### config.mk
export PLATFORM = sky130hd
export DESIGN_NAME = afem_ram
export DESIGN_NICKNAME = d
export VERILOG_FILES = /design/src/afem_ram.sv
export SDC_FILE = /design/constraint.sdc
export NUM_CORES = 2
export LEC_CHECK = 0
export BUFFER_PORTS_ARGS = -buffer_cell sky130_fd_sc_hd__buf_4
export CAP_MARGIN = 20
export CORE_UTILIZATION = 50
export DETAILED_ROUTE_END_ITERATION = 10
export PLACE_DENSITY = 0.65
export SKIP_LAST_GASP = 1
export SLEW_MARGIN = 25
export SYNTH_ARGS = -nofsm -noshare
export SYNTH_HDL_FRONTEND = slang
export SYNTH_SLANG_ARGS = --single-unit
export TNS_END_PERCENT = 100
### constraint.sdc
create_clock -name clk -period 5 [get_ports clk]
set_clock_uncertainty 0.1 [all_clocks]
set_input_delay 0.25 -clock clk [delete_from_list [all_inputs] [get_ports clk]]
set_output_delay 0.25 -clock clk [all_outputs]
set_load 0.01 [all_outputs]
### src/afem_ram.sv
// Generic single-write, single-read synchronous RAM with registered read data.
module afem_ram #(
    parameter int AW = 8,
    parameter int DW = 8
) (
    input  logic          clk,
    input  logic          we,
    input  logic [AW-1:0] waddr,
    input  logic [DW-1:0] wdata,
    input  logic [AW-1:0] raddr,
    output logic [DW-1:0] rdata
);

    logic [DW-1:0] mem [2**AW];

    // Write port and registered read port.
    always_ff @(posedge clk)
    begin
        if (we)
        begin
            mem[waddr] <= wdata;
        end
        rdata <= mem[raddr];
    end

endmodule

==> insert_results.sql <==
INSERT INTO impl_metrics (metric_group, metric, value, unit) VALUES
('outcome', 'run_status', 'completed', ''),
('pwr', 'ir_drop', '0.000328', 'V'),
('clocking', 'postCtsSetupBuffers', '0', ''),
('logic_synthesis', 'synthesis.instances', '3733', ''),
('critical_path', 'r2r_slack', '1.79', 'ns'),
('pwr', 'power.density_cell_area', '399', 'nW/um^2'),
('cells_and_area', 'final_cell_count_no_fill', '6099', ''),
('sta', 'grt_setup_unrepaired', 'no', ''),
('cells_and_area', 'share_of_post_route_cells_with_drive_strength_above_1', '0.225', ''),
('logic_synthesis', 'fraction_of_synthesized_area_in_multiplexers', '0.146', ''),
('die', 'core.rowCount', '146', ''),
('sta', 'worst-slew-pin-transition', '1.16', 'ns'),
('logic_synthesis', 'post_synth_xor_area_fraction', '0', ''),
('worst_hold_path', 'min_delay_worst_type', 'in2reg', ''),
('placement', 'post_dp_hpwl', '117', 'mm'),
('clocking', 'clock_sinks', '2056', ''),
('flow_run', 'maxCapViolations', '0', ''),
('logic_synthesis', 'synth_edf_count', '2048', ''),
('critical_path', 'worstSetupEndpoint', 'rdata[5]$_DFF_P_', ''),
('clocking', 'cts.path.max_buffers', '3', ''),
('grt', 'globalRouteMet3Util', '0.0487', ''),
('logic_synthesis', 'synth-compound-area-share', '0.0342', ''),
('sta', 'period_share', '0.642', ''),
('critical_path', 'critical_path.max_fanout', '1', ''),
('grt', 'grt_first_pass_wirelength', '278', 'mm'),
('die', 'initial_utilization', '0.503', ''),
('drt', 'detail_route.vias_per_cell', '6.34', ''),
('die', 'core_region_area', '158000', 'um^2'),
('grt', 'routing_usage_on_met1', '0.355', ''),
('cells_and_area', 'layout.cells.most_common', 'sky130_fd_sc_hd__edfxtp_1', ''),
('placement', 'dpl.cell_count', '5715', ''),
('logic_synthesis', 'count_of_unique_library_cells_instantiated_by_yosys', '55', ''),
('drt', 'final_routed_wirelength_across_all_metal_layers', '193', 'mm'),
('sta', 'fmax', '0.311', 'GHz'),
('clocking', 'clock_insertion_delay_worst_skew', '0.83', 'ns'),
('clocking', 'clk_pin_slew_worst_paths', '0.06', 'ns'),
('cells_and_area', 'final_cell_mix', 'sky130_fd_sc_hd__edfxtp_1 (2048), sky130_fd_sc_hd__mux4_2 (454), sky130_fd_sc_hd__nor2_1 (278)', ''),
('drt', 'drt_iter0_markers', '4838', ''),
('critical_path', 'critPathKind', 'reg2reg', ''),
('die', 'chipHeight', '401', 'um'),
('critical_path', 'worst_setup_path_start_kind', 'flip-flop', ''),
('sta', 'setup_violations', '0', ''),
('sta', 'relSlewSlack', '0.227', ''),
('grt', 'global_route.usage.total', '0.242', ''),
('critical_path', 'crit_path_top_delay_cell', 'sky130_fd_sc_hd__a221oi_1', ''),
('die', 'die-width', '401', 'um'),
('grt', 'grt_use_met2', '0.373', ''),
('clocking', 'number_of_buffers_added_by_the_clock_tree_synthesis_step', '200', ''),
('sta', 'fin_setup_tns', '0', 'ns'),
('logic_synthesis', 'synth_top_family_by_area', 'multiplexers', ''),
('sta', 'finalMaxSlewViolations', '0', ''),
('grt', 'grt_pass1_vias', '38300', ''),
('critical_path', 'path_cells', 'mux4_2, a22o_1, a221oi_1, o32ai_1, nor3_1, nor4_1', ''),
('critical_path', 'cp.arrival', '3.78', 'ns'),
('cells_and_area', 'synthToLayoutAreaGrowth', '11.5', '%'),
('grt', 'grt_overflow_total', '0', ''),
('grt', 'grt_antenna_before_repair', '7', ''),
('grt', 'busiest_layer', 'met2', ''),
('grt', 'pin_count_of_the_biggest_net_entering_global_routing', '189', ''),
('logic_synthesis', 'postSynth.asyncResetShare', '0', ''),
('die', 'top_level_ports', '34', ''),
('die', 'fp.dieArea', '161000', 'um^2'),
('logic_synthesis', 'yosysSeqAreaShare', '0.775', ''),
('sta', 'finalHoldViolations', '0', ''),
('cells_and_area', 'nets', '3881', ''),
('sta', 'layout_min_cycle_time', '3.21', 'ns'),
('critical_path', 'critical_path.endpoint_type', 'flip-flop', ''),
('critical_path', 'required', '5.57', 'ns'),
('critical_path', 'critPathMaxStageDelay', '0.80', 'ns'),
('drt', 'detailed_route_wire_length_per_cell', '31.7', 'um'),
('logic_synthesis', 'synthAdderAreaFrac', '0', '');
-- power by group --
part	total (mW)	switching (mW)	leakage (nW)	internal [mW]
registers	19.0	0.0469	18.5	19.0
clock network	14.6	6.46	3.12	8.18
logic	1.72	1.13	5.66	0.594
total	35.4	7.63	27.3	27.8
-- metal layers --
metal	wire length [um]	up-vias
met5	19	-
met2	91700	1781
met3	17500	251
met4	4830	2
li1	-	15900
met1	79400	20700
-- logic make-up after synthesis --
logic type / count (synthesis)
buffers and inverters: 235
AND/OR/NAND/NOR: 466
flip-flops: 2056
AO/OA/AOI/OAI: 385
multiplexers: 591
-- cells in the mapped netlist, types with 28 or more instances --
cell type	instances	area share
sky130_fd_sc_hd__o221ai_1	46	0.0051
sky130_fd_sc_hd__edfxtp_1	2048	0.77
sky130_fd_sc_hd__nand3_1	34	0.0021
sky130_fd_sc_hd__a22oi_1	133	0.013
sky130_fd_sc_hd__nor2_1	282	0.013
sky130_fd_sc_hd__nor2b_1	31	0.0024
sky130_fd_sc_hd__o22ai_1	28	0.0022
sky130_fd_sc_hd__mux4_2	454	0.13
sky130_fd_sc_hd__mux2i_1	134	0.017
sky130_fd_sc_hd__nand2_1	33	0.0016
sky130_fd_sc_hd__buf_2	31	0.0020
sky130_fd_sc_hd__clkbuf_1	111	0.0052
sky130_fd_sc_hd__a21oi_1	96	0.0060
-- how the worst min path moves through the flow --
stage                            end  slack, ns  cells past startpoint
6_report       mem[151][2]$_DFFE_PP_       0.06                      3
3_5_place_dp                rdata[6]       0.69                      1
2_1_floorplan    mem[0][0]$_DFFE_PP_       0.25                      0
4_1_cts        mem[151][2]$_DFFE_PP_      0.004                      3
5_1_grt        mem[151][2]$_DFFE_PP_       0.06                      3
3_3_place_gp                rdata[6]       0.70                      1
-- area by class of cell --
cell class                 instances  area, um^2  share of cell area
antenna                            1        2.50           0.0000282
clock buffer                     248        5230              0.0589
clock inverter                   125        1160              0.0131
inverter                           2        7.51           0.0000846
multi-input combinational       1442       16500               0.186
sequential                      2056       61700               0.695
tap                             2072        2590              0.0292
timing repair buffer             153        1520              0.0171
-- flip-flops by register name, indices dropped and copies added, names as in the netlist --
| signal | count |
|---|---|
| rdata | 8 |
| mem | 2048 |
-- per-stage QoR --
step / utilization / power (mW) / hold WS, ns / setup slack, ns / instance area [um^2]
after floorplan: - / 20.3 / 0.249 / 2.71 / 79600
after CTS: 0.560 / 35.6 / 0.00449 / 1.77 / 88600
final: 0.561 / 35.4 / 0.0635 / 1.79 / 88700
after detailed placement: 0.519 / 21.1 / 0.695 / 0.894 / 82100
after global routing: 0.561 / 36.3 / 0.0584 / 1.76 / 88700
after global placement: 0.519 / 21.1 / 0.696 / 0.817 / 82100
-- critical path: cells and delay by family (launching register included) --
kind | cells | cell delay (ns)
compound gates | 3 | 1.41
mux | 1 | 0.49
flops | 1 | 0.36
simple gates | 2 | 0.68
-- timing repair --
item,4_1_cts,5_1_grt
endpoints found under the hold margin,497,0
gates resized for setup,0,0
hold buffers,7,0
Power figures use the tool's default switching activity.
