## config.mk

```make
export PLATFORM = sky130hd
export DESIGN_NAME = afem_div
export DESIGN_NICKNAME = d
export VERILOG_FILES = /design/src/afem_pkg.sv /design/src/afem_div.sv
export SDC_FILE = /design/constraint.sdc
export NUM_CORES = 1
export LEC_CHECK = 0
export BUFFER_PORTS_ARGS = -buffer_cell sky130_fd_sc_hd__buf_4
export CAP_MARGIN = 5
export CORE_MARGIN = 4
export CORE_UTILIZATION = 45
export CTS_BUF_LIST = sky130_fd_sc_hd__clkbuf_4 sky130_fd_sc_hd__clkbuf_8 sky130_fd_sc_hd__clkbuf_16
export DETAILED_ROUTE_END_ITERATION = 12
export GPL_TIMING_DRIVEN = 0
export PLACE_DENSITY = 0.68
export SETUP_SLACK_MARGIN = 0.15
export SLEW_MARGIN = 20
export SYNTH_ARGS = -nofsm -noshare
export SYNTH_HDL_FRONTEND = slang
export SYNTH_SLANG_ARGS = --single-unit
```

## constraint.sdc

```tcl
create_clock -name clk -period 4.8 [get_ports clk]
set_clock_uncertainty 0.15 [all_clocks]
set_input_delay 0.48 -clock clk [delete_from_list [all_inputs] [get_ports clk]]
set_output_delay 0.48 -clock clk [all_outputs]
set_load 0.05 [all_outputs]
```

## src/afem_pkg.sv

```systemverilog
// Shared constants, widths, codes and state type of the admixture EM frequency update block.
package afem_pkg;

    // Store geometry.
    localparam int MAX_INDIVIDUALS = 256;
    localparam int MAX_SITES       = 1024;
    localparam int MAX_COMPONENTS  = 8;
    localparam int IND_W  = $clog2(MAX_INDIVIDUALS);
    localparam int SITE_W = $clog2(MAX_SITES);
    localparam int COMP_W = $clog2(MAX_COMPONENTS);
    localparam int GENO_AW = IND_W + SITE_W;
    localparam int PROP_AW = IND_W + COMP_W;
    localparam int FREQ_AW = SITE_W + COMP_W;

    // Configuration register widths.
    localparam int IT_W       = 10;
    localparam int EXCL_W     = 9;
    localparam int N_W        = 9;
    localparam int M_W        = 11;
    localparam int K_W        = 4;
    localparam int CFG_IDX_W  = 3;
    localparam int CFG_DATA_W = 11;

    // Arithmetic widths.
    localparam int Q_W     = 32;
    localparam int E_W     = 35;
    localparam int RECIP_W = 48;
    localparam int TERM_W  = 49;
    localparam int ACC_W   = 57;
    localparam int DEN_W   = 58;
    localparam int REM_W   = 59;
    localparam int STEP_W  = 6;

    localparam logic [Q_W-1:0]     ONE_Q31    = 32'h8000_0000;
    localparam logic [Q_W-1:0]     SMALL_X    = 32'h0000_8000;
    localparam logic [RECIP_W-1:0] RECIP_MAX  = {RECIP_W{1'b1}};
    localparam logic [STEP_W-1:0]  RECIP_STEPS = 6'd48;
    localparam logic [STEP_W-1:0]  FRAC_STEPS  = 6'd31;

    // Request codes.
    typedef logic [2:0] req_t;
    localparam req_t REQ_LOAD_GENO = 3'd0;
    localparam req_t REQ_LOAD_PROP = 3'd1;
    localparam req_t REQ_LOAD_FREQ = 3'd2;
    localparam req_t REQ_START     = 3'd3;
    localparam req_t REQ_READ      = 3'd4;

    // Configuration register indexes.
    localparam logic [CFG_IDX_W-1:0] CFG_ITER  = 3'd0;
    localparam logic [CFG_IDX_W-1:0] CFG_EXCL  = 3'd1;
    localparam logic [CFG_IDX_W-1:0] CFG_INDS  = 3'd2;
    localparam logic [CFG_IDX_W-1:0] CFG_SITES = 3'd3;
    localparam logic [CFG_IDX_W-1:0] CFG_COMPS = 3'd4;

    // Sequencer states.
    typedef enum logic [4:0] {
        ST_IDLE,
        ST_P1_RD,
        ST_P1_MUL,
        ST_P1_ACC,
        ST_P1_CHK,
        ST_P1_DIVE,
        ST_P1_COMP,
        ST_P1_DIVC,
        ST_P1_WR,
        ST_P2_RDF,
        ST_P2_LDF,
        ST_P2_RD,
        ST_P2_M1,
        ST_P2_M2,
        ST_P2_M3,
        ST_P2_M4,
        ST_P2_M5,
        ST_P2_M6,
        ST_P2_M7,
        ST_P2_DIV,
        ST_P2_DIVW,
        ST_P2_WR,
        ST_DONE
    } em_state_t;

endpackage

```

## src/afem_div.sv

```systemverilog
// Bit-serial restoring divider shared by the reciprocal and frequency quotients.
module afem_div
    import afem_pkg::*;
(
    input  logic                 clk,
    input  logic                 rst_n,
    input  logic                 start,
    input  logic [REM_W-1:0]     init_rem,
    input  logic [DEN_W-1:0]     divisor,
    input  logic [STEP_W-1:0]    steps,
    output logic                 done,
    output logic [RECIP_W-1:0]   quot
);

    logic                busy_reg;
    logic                done_reg;
    logic [STEP_W-1:0]   cnt_reg;
    logic [REM_W-1:0]    rem_reg;
    logic [DEN_W-1:0]    den_reg;
    logic [RECIP_W-1:0]  quot_reg;
    logic [REM_W-1:0]    shifted;
    logic [REM_W-1:0]    den_ext;
    logic                ge;

    // One quotient bit per cycle: shift, compare, subtract.
    assign shifted = {rem_reg[REM_W-2:0], 1'b0};
    assign den_ext = {1'b0, den_reg};
    assign ge      = shifted >= den_ext;

    // Control: step counter and completion pulse.
    always_ff @(posedge clk or negedge rst_n)
    begin
        if (!rst_n)
        begin
            busy_reg <= 1'b0;
            done_reg <= 1'b0;
            cnt_reg  <= '0;
        end
        else if (start)
        begin
            busy_reg <= 1'b1;
            done_reg <= 1'b0;
            cnt_reg  <= steps;
        end
        else if (busy_reg)
        begin
            cnt_reg <= cnt_reg - 1'b1;
            if (cnt_reg == STEP_W'(1))
            begin
                busy_reg <= 1'b0;
                done_reg <= 1'b1;
            end
        end
        else
        begin
            done_reg <= 1'b0;
        end
    end

    // Datapath: remainder and quotient shift register.
    always_ff @(posedge clk)
    begin
        if (start)
        begin
            rem_reg  <= init_rem;
            den_reg  <= divisor;
            quot_reg <= '0;
        end
        else if (busy_reg)
        begin
            rem_reg  <= ge ? (shifted - den_ext) : shifted;
            quot_reg <= {quot_reg[RECIP_W-2:0], ge};
        end
    end

    assign done = done_reg;
    assign quot = quot_reg;

endmodule

```

==> results of run 1 <==
power breakdown:
group	switching, mW	internal (mW)
Clock	0.729	0.716
Combinational	2.52	1.69
Sequential	0.177	2.00
repair_timing:
item / in CTS / in global routing
hold buffers: 1 / 0
endpoints found under the hold margin: 8 / 0
setup endpoints to repair: 0 / 0
buffers inserted: 0 / 0
worst max path at each step:
| stage | startpoint | end | slack (ps) | cells past startpoint |
|---|---|---|---|---|
| floorplan | rem_reg[0]$_DFFE_PP_ | rem_reg[10]$_DFFE_PP_ | 1450 | 11 |
| global placement | rem_reg[0]$_DFFE_PP_ | rem_reg[56]$_DFFE_PP_ | 660 | 11 |
| detailed placement | rem_reg[0]$_DFFE_PP_ | rem_reg[56]$_DFFE_PP_ | 630 | 11 |
| CTS | rem_reg[0]$_DFFE_PP_ | rem_reg[56]$_DFFE_PP_ | 630 | 11 |
| global route | rem_reg[0]$_DFFE_PP_ | rem_reg[56]$_DFFE_PP_ | 310 | 11 |
| finish | rem_reg[0]$_DFFE_PP_ | rem_reg[56]$_DFFE_PP_ | 650 | 11 |
stage by stage:
stage | hold WS [ps] | setup slack (ps)
floorplan | 34.41 | 1446
global placement | 153.0 | 662.0
detailed placement | 153.3 | 626.5
CTS | 40.45 | 628.2
global route | 32.84 | 306.1
finish | 49.88 | 646.1
cells by family after synthesis:
kind of cell	after synthesis
buffers and inverters	140
AO/OA/AOI/OAI	306
multiplexers	93
AND/OR/NAND/NOR	305
flip-flops	172
XOR/XNOR	52
adder cells (fa/ha/maj)	61
cell type report:
type                       count  area (µm²)
clock buffer                  17       425.4
buffer                        65       264.0
timing repair buffer         175        1329
clock inverter                15       188.9
sequential                   172        4644
inverter                      75       281.5
fill                        2176       10370
multi-input combinational    817        5502
tap                          319       399.1
Yosys cell counts (25+ instances only):
cell / number
a21o_1: 35
a21oi_1: 80
clkbuf_1: 45
dfxtp_1: 48
edfxtp_1: 116
ha_1: 60
inv_1: 75
mux2_2: 43
mux2i_1: 50
nand2_1: 114
nor2_1: 94
o21ai_0: 93
xnor2_1: 27
xor2_1: 25
worst reg2reg max path, cell delays in order (launching register included):
cell and delay, ps:
edfxtp_1 450, fa_1 510, a211oi_1 270, o21bai_1 170, o211a_1 280, o21ai_0 280, a41oi_1 260, nor3_1 700
o21ai_0 280, xnor2_1 200, o21ai_0 90, mux2_2 280
metal layers:
metal / vias to the layer above / global-route usage [%] / routed length, µm / share of wire (%)
met5: - / 0 / 0 / 0
met4: 0 / 6.382 / 592 / 2.0
met3: 39 / 6.851 / 2557 / 8.6
met2: 309 / 37.37 / 13700 / 46
met1: 4300 / 29.20 / 12870 / 43
li1: 4464 / - / - / -
==> metrics.md, run 1 <==
| Metric | Value |
|---|---|
| Layout cells sized above 1 | 20.43% |
| Largest net degree at the start of global routing | 60 |
| Mapped Nets | 1316 |
| PD cells | 600.6 mW/mm² |
| Worst path max stage delay | ~700 ps |
| Via count | ~9100 |
| Final Critical Period | 4154 ps |
| Drt wl/cell | 17.96 µm |
| FF+latch count, synth | 172 |
| Port bufs | 173 |
| Synth Area in XOR/XNOR | under 10% |
| CTS tree | done |
| Hold crit path type | in2reg |
| Most used flip-flop cell after synthesis | edfxtp_1 |
| Worst-path clk slew | 80 ps |
| N_diodes | 0 |
| Worst path top cell family by delay | compound AO/OA/AOI/OAI gates |
| Most common cell after layout, fill and taps aside | buf_4 |
| Clock Path Buffers | 2 |
| Post-route insts no fill | about 1700 |
| Via/cell ratio | between 5 and 6 |
| Min-delay src | divisor[1] |
| I/O pin count | 175 |
| CTS resizes | 0 |
| Final wirelength | 29.72 mm |
| Worst Tran Pin Value | 908.6 ps |
| Synthesis-to-layout area growth | 21.94% |
| NumNets Final | 1510 |
| Post-synthesis mux area share | 9.212% |
| DRC viols | 0 |
| Synthesized-area fraction occupied by adder cells | around 7.2% |
| Main area contributors after synthesis | edfxtp_1 (33%), dfxtp_1 (9.0%), ha_1 (7.0%) |
| Worst hold stages | 1 |
| CP Max Fanout | 6 |
| Rows | 56 |
| Status | complete, no violations |
| Complex-gate fraction of the synthesized area | 17.94% |
| GRT Total Usage | 22.71% |
| Data required, critical path | 4850 ps |
| Seq/Total Area, Yosys | a little over two fifths |
| Ys Warns | 0 |
| Crit path buffers/inverters | 0 |
| Die Ht | approximately 160 µm |
| CTS Buf Count | 17 |
| Cells after Synth | approximately 1100 |
| Final Util | 55.69% |
| Initial Util | 45.67% |
| Worst vdd ir | ~260 µV |
| Largest family of logic cells by synthesized area | compound AO/OA/AOI/OAI gates |
| RSZ-0062 raised after global routing | no |
| Gr ovfl total | 0 |
| Critical path class | reg2reg |
| Gpl congestion | 0.9039 |
| Syn Std Cell Area | 0.01069 mm² |
| Die Wd | roughly 160 µm |
| Reg-to-reg slack, setup | 650 ps |
| Final period util | 86.54% |
| Critical Path, Cell by Cell | fa_1 > a211oi_1 > o21bai_1 > o211a_1 > o21ai_0 > a41oi_1 > nor3_1 > o21ai_0 > xnor2_1 > o21ai_0 > mux2_2 |
| Rel. slew slack | 39.43% |
| Most frequent cells in the layout | buf_4 (175), edfxtp_1 (116), nand2_1 (114) |
| CP Data Arrival Time | 4210 ps |
| Fmax | 0.2407 GHz |
| Final setup viols | 0 |
| First-pass GRT wire length | between 40 and 50 mm |
| Area leader, netlist | edfxtp_1 |
| Reg2Reg Depth | 11 |
| Syn Area/Cell | 9.468 µm² |
| Most frequent CP cell | o21ai_0 |
| P_leak | between 5 and 6 nW |
| DR iter-0 viols | 526 |
| Final ANT Viol Nets | 0 |
| Synth top area share | 32.59% |
| H-tree Lvls | 4 |
| Ys async rst share | about 4.7% |
| Worst Hold End | den_reg[1]$_DFFE_PP_ |
| Startpoint class of the critical path | register |
| Reg2reg start | rem_reg[0]$_DFFE_PP_ |
| DP Cell Count | approximately 1600 |
| Final Max Tran Viols | 0 |
| Root buf cell | clkbuf_16 |
| Design area | 0.01303 mm² |
| Initial antenna violation count | 0 |
| Distinct cells, synth | 67 |
| 1st-pass router iterations | 6 |
| Die ar. | between 0.02 and 0.03 mm² |
| Critical path's slowest cell | nor3_1 |
| Vias in the first global route | just over 9000 |
| Dpl cell area | 0.01241 mm² |
| Post-synthesis simple-gate area fraction | 12.82% |
| Overall power | 7.828 mW |
| Core region area | 0.02340 mm² |
| Final hold violation count | 0 |
| TNS Setup | 0 ps |
| Clock Sinks | 172 |
| Max Cap Viol | 0 |
| Clock Latency Late Sink | roughly 450 ps |
| EDFF count, synth | 116 |
| Element type at the critical path end | register |
| Detail Placement HPWL | 22.29 mm |
| R2r endpoint | rem_reg[56]$_DFFE_PP_ |
Power figures use the tool's default switching activity.
==> inputs of run 2 (changes only) <==
--- a/config.mk
+++ b/config.mk
@@ -5,14 +5,15 @@
 export SDC_FILE = /design/constraint.sdc
 export NUM_CORES = 1
 export LEC_CHECK = 0
+export ABC_AREA = 1
 export BUFFER_PORTS_ARGS = -buffer_cell sky130_fd_sc_hd__buf_4
 export CAP_MARGIN = 5
 export CORE_MARGIN = 4
-export CORE_UTILIZATION = 45
+export CORE_UTILIZATION = 35
 export CTS_BUF_LIST = sky130_fd_sc_hd__clkbuf_4 sky130_fd_sc_hd__clkbuf_8 sky130_fd_sc_hd__clkbuf_16
 export DETAILED_ROUTE_END_ITERATION = 12
 export GPL_TIMING_DRIVEN = 0
-export PLACE_DENSITY = 0.68
+export PLACE_DENSITY = 0.55
 export SETUP_SLACK_MARGIN = 0.15
 export SLEW_MARGIN = 20
 export SYNTH_ARGS = -nofsm -noshare
==> run 2 against run 1 <==
  * Utilization fell by 12 points
  * Sequential power barely moved
  * Synthesized area rose by 13%
  * Setup slack improved by 920 ps
  * Worst hold slack got worse by 23 ps
  * Sequential share of layout area fell by 4.0 points
  * Maximum frequency rose by 28%
  * Cell count rose by 49%
  * First-iteration DRC count rose by 44%
  * Combinational power rose by 20%
  * Critical path depth rose by 3
  * Sequential cell count did not move
  * Critical endpoint is now rem_reg[43]$_DFFE_PP_
  * Highest routed layer is now met5
==> metrics.md, run 2 <==
| Metric | Value |
|---|---|
| Status | complete, no violations |
| Worst Tran Pin Value | 858.5 ps (-50.10 ps) |
| Dpl ws | 1104 ps (+477.7 ps) |
| Worst vdd ir | 290.6 µV (+11%) |
| NumNets Final | 2192 (+45%) |
| Area leader, netlist | edfxtp_1 |
| Rows | 67 (+20%) |
| Largest family of logic cells by synthesized area | simple AND/OR/NAND/NOR gates |
| Distinct cells, synth | 35 (-48%) |
| Via/cell ratio | 4.678 (-15%) |
| Worst-path clk slew | 90 ps (about the same) |
| Die Ht | 194.0 µm (+20%) |
| DR iter-0 viols | 755 (+44%) |
| Clock Path Buffers | 2 (unchanged) |
| RSZ-0062 raised after global routing | no |
| Clock Sinks | 172 (unchanged) |
| Final Critical Period | 3237 ps (-917.2 ps) |
| PD cells | 593.2 mW/mm² (-1.2%) |
| Initial antenna violation count | 1 (+1) |
| Top cells by count, synth | nand2_1 (644), inv_1 (369), nor2_1 (178) |
| Overall power | 8.701 mW (+11%) |
| CTS resizes | 0 (unchanged) |
| Initial Util | 35.83% (-9.8 points) |
| Max Cap Viol | 0 (unchanged) |
| Fmax | 0.3090 GHz (+28%) |
| Ys async rst share | 4.651% (unchanged) |
| Worst path max stage delay | 510 ps (-190 ps) |
| N_diodes | 0 (unchanged) |
| Syn Area/Cell | 6.695 µm² (-29%) |
| I/O pin count | 175 (unchanged) |
| CTS tree | done |
| GRT Total Usage | 22.03% (-0.68 points) |
| Most frequent cells in the layout | nand2_1 (644), inv_1 (369), nor2_1 (178), buf_4 (178), edfxtp_1 (116) |
| Mapped Nets | 1995 (+52%) |
| Final period util | 67.43% (-19 points) |
| Complex-gate fraction of the synthesized area | 6.853% (-11 points) |
| Synth top area share | 28.78% (-3.8 points) |
| Most common cell after layout, fill and taps aside | nand2_1 |
| Synthesis-to-layout area growth | 21.17% |
| Final Max Tran Viols | 0 (unchanged) |
| Largest net degree at the start of global routing | 60 (unchanged) |
| EDFF count, synth | 116 (unchanged) |
| Data required, critical path | 4860 ps (about the same) |
| Post-synthesis mux area share | 0% (-9.2 points) |
| Hold crit path type | in2reg |
| Gpl congestion | 0.9429 (+4.3%) |
| DRC viols | 0 (unchanged) |
| Final ANT Viol Nets | 0 (unchanged) |
| Critical path's slowest cell | ha_1 |
| H-tree Lvls | 4 (unchanged) |
| Seq/Total Area, Yosys | 38.37% (-5.1 points) |
| Fillers | 3670 (+69%) |
| Crit path buffers/inverters | 3 (+3) |
| Die ar. | 0.03763 mm² (+43%) |
| Detail Placement HPWL | 33.91 mm (+52%) |
| 1st-pass router iterations | 6 (unchanged) |
| First-pass GRT wire length | 65.03 mm (+35%) |
| Critical Path, Cell by Cell | ha_1 > nand2_1 > nor2_1 > inv_1 > nor2_2 > nand2_1 > nor2_1 > nand3_1 > nand3_2 > buf_6 > buf_4 > nand3_1 > nand3_1 > nand2_1 |
| Syn Std Cell Area | 0.01211 mm² (+13%) |
| Post-route worst setup slack | 1563 ps (+917.2 ps) |
| Synthesized-area fraction occupied by adder cells | 6.367% (-0.84 points) |
| Port bufs | 173 (unchanged) |
| CTS Buf Count | 17 (unchanged) |
| Layout cells sized above 1 | 11.45% (-9.0 points) |
| Die Wd | 194.0 µm (+20%) |
| Core region area | 0.03378 mm² (+44%) |
| Synth Area in XOR/XNOR | 2.388% (-1.9 points) |
| Most numerous cell in the Yosys netlist | nand2_1 |
| Design area | 0.01467 mm² (+13%) |
| Ys Warns | 0 (unchanged) |
| Clock Latency Late Sink | 480 ps (+30 ps) |
| Post-synthesis simple-gate area fraction | 32.75% (+20 points) |
| FF+latch count, synth | 172 (unchanged) |
| P_leak | 7.570 nW (+28%) |
| Element type at the critical path end | register |
| Most used flip-flop cell after synthesis | edfxtp_1 |
| Root buf cell | clkbuf_16 |
| Final wirelength | 41.71 mm (+40%) |
| CP Max Fanout | 10 (+4) |
| Critical path class | reg2reg |
| Drt wl/cell | 16.91 µm (-5.8%) |
| Via count | 11540 (+27%) |
| Vias in the first global route | 11720 (+26%) |
| Cells after Synth | 1808 (+60%) |
| Dpl cell area | 0.01399 mm² (+13%) |
| Startpoint class of the critical path | register |
| Gr ovfl total | 0 (unchanged) |
| Worst path top cell family by delay | simple AND/OR/NAND/NOR gates |
| Final hold violation count | 0 (unchanged) |
| CP Data Arrival Time | 3300 ps (-910 ps) |
| Final setup viols | 0 (unchanged) |
| Rel. slew slack | 42.77% (+3.3 points) |
| Main area contributors after synthesis | edfxtp_1 (29%), nand2_1 (20%), inv_1 (11%) |
[run 2: kinds of logic after synthesis]
group,after synthesis
fa+ha+maj,61
xor+xnor,33
flops,172
simple gates,983
buf+inv,412
compound gates,147
[run 2: power breakdown]
group / total, mW / switching, mW / internal, mW
combinational: 5.02 / 3.36 / 1.66
sequential: 2.16 / 0.178 / 1.98
clock: 1.53 / 0.736 / 0.790
total: 8.70 / 4.27 / 4.43
[run 2: layer usage]
metal	part of all wire [%]	track usage (%)	vias to the layer above
li1	-	-	6003
met1	47	29.45	5259
met2	45	36.40	245
met3	5.8	5.091	27
met4	1.4	5.234	2
met5	0.017	0	-
[run 2: area by class of cell]
type	count	area, µm²	share of cell area [%]
inverters	376	1411	9.622
flip-flops and latches	172	4644	31.66
clock buffers	18	450.4	3.071
plain buffers	36	198.9	1.356
clock inverters	14	188.9	1.288
multi-input cells	1224	5854	39.91
well taps	448	560.5	3.822
repair buffers	178	1359	9.264
[run 2: repair_timing]
| action | in CTS | in global routing |
|---|---|---|
| hold endpoints to repair | 11 | 0 |
| setup buffers | 0 | 0 |
| hold buffers | 4 | 0 |
[run 2: worst register-to-register path: cells and delay by family (launching register included)]
kind,cells,cell delay (ps)
fa+ha+maj,1,510
flops,1,500
buf+inv,3,540
simple gates,10,1270
[run 2: worst paths after layout]
path,from,endpoint,slack [ps],cells past startpoint
max,rem_reg[42]$_DFFE_PP_,rem_reg[43]$_DFFE_PP_,1560,14
min,divisor[16],den_reg[16]$_DFFE_PP_,30,1
max reg2reg,rem_reg[42]$_DFFE_PP_,rem_reg[43]$_DFFE_PP_,1560,14
min reg2reg,quot[47]$_SDFFE_PP0P_,quot[47]$_SDFFE_PP0P_,330,2
max in group asynchronous,rst_n,busy_reg$_DFF_PN0_,4130,2
min in group asynchronous,rst_n,cnt_reg[1]$_DFFE_PN0P_,230,2
[run 2: per-stage QoR]
step	util [%]	cells	setup TNS, ps	hold WS (ps)
2_1_floorplan	-	1808	0	34.41
3_3_place_gp	41.34	2429	-63800	156.7
3_5_place_dp	41.41	2430	0	155.5
4_1_cts	43.42	2466	0	1.327
5_1_grt	43.42	2466	0	8.344
6_report	43.42	2466	0	26.85
==> inputs of run 3 (changes only) <==
--- a/config.mk
+++ b/config.mk
@@ -5,7 +5,7 @@
 export SDC_FILE = /design/constraint.sdc
 export NUM_CORES = 1
 export LEC_CHECK = 0
-export ABC_AREA = 1
+export ABC_AREA = 0
 export BUFFER_PORTS_ARGS = -buffer_cell sky130_fd_sc_hd__buf_4
 export CAP_MARGIN = 5
 export CORE_MARGIN = 4
@@ -13,7 +13,7 @@
 export CTS_BUF_LIST = sky130_fd_sc_hd__clkbuf_4 sky130_fd_sc_hd__clkbuf_8 sky130_fd_sc_hd__clkbuf_16
 export DETAILED_ROUTE_END_ITERATION = 12
 export GPL_TIMING_DRIVEN = 0
-export PLACE_DENSITY = 0.55
+export PLACE_DENSITY = 0.56
 export SETUP_SLACK_MARGIN = 0.15
 export SLEW_MARGIN = 20
 export SYNTH_ARGS = -nofsm -noshare
==> constraint.sdc (replaced) <==
create_clock -name clk -period 3.3 [get_ports clk]
set_clock_uncertainty 0.15 [all_clocks]
set_input_delay 0.33 -clock clk [delete_from_list [all_inputs] [get_ports clk]]
set_output_delay 0.33 -clock clk [all_outputs]
set_load 0.05 [all_outputs]
==> run 3 against run 2 <==
  * Sequential power rose by 49%
  * Sequential share of layout area fell by 0.95 points
  * The flow now finishes with violations (negative setup slack)
  * Critical endpoint is now rem_reg[10]$_DFFE_PP_
  * Worst hold slack got worse by 2.4 ps
  * Clock power rose by 36%
  * Final area rose by 3.1%
  * Routed wire length fell by 20%
  * Global-route usage fell by 2.8 points
  * Non-clock buffer count rose by 134
  * Setup slack got worse by 1900 ps
  * Clock-buffer cell count rose by 1
==> metrics.md, run 3 (synthesis gave the netlist of run 1 again) <==
| Metric | Value |
|---|---|
| Status | complete, but fails checks |
| Violated checks | negative setup slack |
| TNS Setup | -12370 ps (-12370 ps) |
| CP Launch Point | rem_reg[0]$_DFFE_PP_ |
| P_leak | 6.700 nW (-11%) |
| Synthesis-to-layout area growth | 41.47% |
| Layout cells sized above 1 | 30.68% (+19 points) |
| PD cells | 912.3 mW/mm² (+54%) |
| Post-route worst setup slack | -329.9 ps (-1893 ps) |
| CTS tree | done |
| H-tree Lvls | 4 (unchanged) |
| Gr ovfl total | 0 (unchanged) |
| 1st-pass router iterations | 4 (-2) |
| Most frequent cells in the layout | buf_4 (190), edfxtp_1 (116), nand2_1 (111) |
| Root buf cell | clkbuf_16 |
| GRT Total Usage | 19.20% (-2.8 points) |
| Via/cell ratio | 5.222 (+12%) |
| Final ANT Viol Nets | 0 (unchanged) |
| Core region area | 0.02987 mm² (-12%) |
| Gpl congestion | 0.8670 (-8.0%) |
| Worst path max stage delay | 410 ps (-100 ps) |
| Pint | 7.975 mW (+80%) |
| Max Cap Viol | 0 (unchanged) |
| RSZ-0062 raised after global routing | yes |
| Dpl cell area | 0.01252 mm² (-10%) |
| Combinational power share | 61.7% (+4.0 points) |
| Sw power | 5.821 mW (+36%) |
| Fmax | 0.2755 GHz (-11%) |
| Clock Sinks | 172 (unchanged) |
| Net Sw Frac | 42.19% (-6.9 points) |
| Most common cell after layout, fill and taps aside | buf_4 |
| Final Max Tran Viols | 0 (unchanged) |
| Die ar. | 0.03340 mm² (-11%) |
| NumNets Final | 1618 (-26%) |
| Worst Tran Pin Value | 847.6 ps (-10.82 ps) |
| Crit path buffers/inverters | 2 (-1) |
| Rel. slew slack | 43.49% (+0.72 points) |
| Design area | 0.01512 mm² (+3.1%) |
| Largest net degree at the start of global routing | 60 (unchanged) |
| Drt wl/cell | 18.09 µm (+6.9%) |
| Final setup viols | 59 (+59) |
| Rows | 63 (-6.0%) |
| Clock share of power | 15.0% (-2.5 points) |
| CTS Buf Count | 17 (unchanged) |
| Clock Path Buffers | 2 (unchanged) |
| Via count | 9583 (-17%) |
| Element type at the critical path end | register |
| Clock Latency Late Sink | 450 ps (-30 ps) |
| Dpl ws | -636.5 ps (-1741 ps) |
| DRC viols | 0 (unchanged) |
| Min-delay src | init_rem[1] |
| Initial Util | 35.78% (-0.053 points) |
| Critical path class | reg2reg |
| Startpoint class of the critical path | register |
| Final period util | 110.0% (+43 points) |
| Final hold violation count | 0 (unchanged) |
| Reg2reg start | rem_reg[0]$_DFFE_PP_ |
| Critical Path, Cell by Cell | ha_1 > nor2b_4 > o31a_1 > o31a_1 > o311a_4 > o211ai_2 > o21ai_4 > a21oi_4 > buf_12 > buf_12 > mux2_4 > mux2_2 |
| Reg power frac | 23.3% (-1.5 points) |
| Die Wd | 182.8 µm (-5.8%) |
| Detail Placement HPWL | 23.25 mm (-31%) |
| Final wirelength | 33.20 mm (-20%) |
| I/O pin count | 175 (unchanged) |
| Vias in the first global route | 9658 (-18%) |
| Data required, critical path | 3350 ps (-1510 ps) |
| Final Critical Period | 3630 ps (+393.3 ps) |
| CP Max Fanout | 6 (-4) |
| Worst vdd ir | 563.8 µV (+94%) |
| Port bufs | 173 (unchanged) |
| CP Data Arrival Time | 3680 ps (+380 ps) |
| Fin Hold WS | 24.46 ps (-2.388 ps) |
| Worst-path clk slew | 80 ps (about the same) |
| Initial antenna violation count | 0 (-1) |
| First-pass GRT wire length | 51.40 mm (-21%) |
| Die Ht | 182.8 µm (-5.8%) |
| Critical path's slowest cell | o311a_4 |
| Worst path top cell family by delay | compound AO/OA/AOI/OAI gates |
| DR iter-0 viols | 509 (-33%) |
| Hold crit path type | in2reg |
==> run 3: cell types whose count changed in the layout (fill, tap and decap cells not counted), sizes merged, moves of 21 or more <==
cell,change
mux2,+43
buf,+50
nand3,-102
o21ai,+63
mux2i,+50
a21o,+34
nand2,-530
nor2,-89
dlygate4sd3,+61
a21oi,+29
inv,-298
clkbuf,+24
o22ai,-45
xor2,+21
==> run 3: path summary, 6_finish.rpt <==
path,slack (ps),depth (start not counted),end
min in group asynchronous,90,2,cnt_reg[4]$_DFFE_PN0P_
setup reg to reg,-330,12,rem_reg[10]$_DFFE_PP_
setup / recovery,-330,12,rem_reg[10]$_DFFE_PP_
hold / removal,20,3,rem_reg[1]$_DFFE_PP_
max in group asynchronous,2780,2,cnt_reg[0]$_DFFE_PN0P_
hold reg to reg,380,2,quot[47]$_SDFFE_PP0P_
==> run 3: final cells by class <==
cell class                      count  area, µm²
Timing Repair Buffer              283       2560
Buffer                             65      442.9
Sequential cell                   172       4644
Antenna cell                        1      2.502
Clock inverter                     13      143.9
Inverter                           75      281.5
Multi-Input combinational cell    817       6106
Tap cell                          390      488.0
Fill cell                        2792      14750
Clock buffer                       19      452.9
==> run 3: routing by layer <==
metal  track usage (%)  share of wire (%)  vias to the layer above
met5                 0                  0                        -
met4             5.134                1.5                        0
met3             5.296                7.0                       33
met2             30.77                 46                      283
met1             25.76                 45                     4594
li1                  -                  -                     4673
==> run 3: worst min-delay path: cells and delay by family <==
| kind | cells | cell delay [ps] |
|---|---|---|
| buffers and inverters | 1 | 70 |
| AO/OA/AOI/OAI | 1 | 70 |
| AND/OR/NAND/NOR | 1 | 40 |
==> run 3: stage by stage <==
step / std cells / utilization, % / total power, mW
3_3_place_gp: 1692 / 41.84 / 9.246
2_1_floorplan: 1129 / - / 7.722
3_5_place_dp: 1693 / 41.91 / 9.279
4_1_cts: 1811 / 47.98 / 12.35
6_report: 1835 / 50.62 / 13.80
5_1_grt: 1834 / 50.61 / 14.71
==> run 3: power by group through the flow <==
| stage | clock network (mW) | logic (mW) | registers [mW] |
|---|---|---|---|
| 2_1_floorplan | 0 | 4.55 | 3.18 |
| 3_3_place_gp | 0 | 6.03 | 3.21 |
| 3_5_place_dp | 0 | 6.07 | 3.21 |
| 4_1_cts | 2.13 | 7.04 | 3.18 |
| 5_1_grt | 2.22 | 9.22 | 3.27 |
| 6_report | 2.08 | 8.51 | 3.21 |
==> run 3: what timing repair did <==
item,CTS,global route
hold endpoints to repair,72,0
pin swaps,21,36
hold buffers,65,0
endpoints found under the setup margin,59,96
setup buffers,18,18
resized for setup,98,194
cloned,3,5
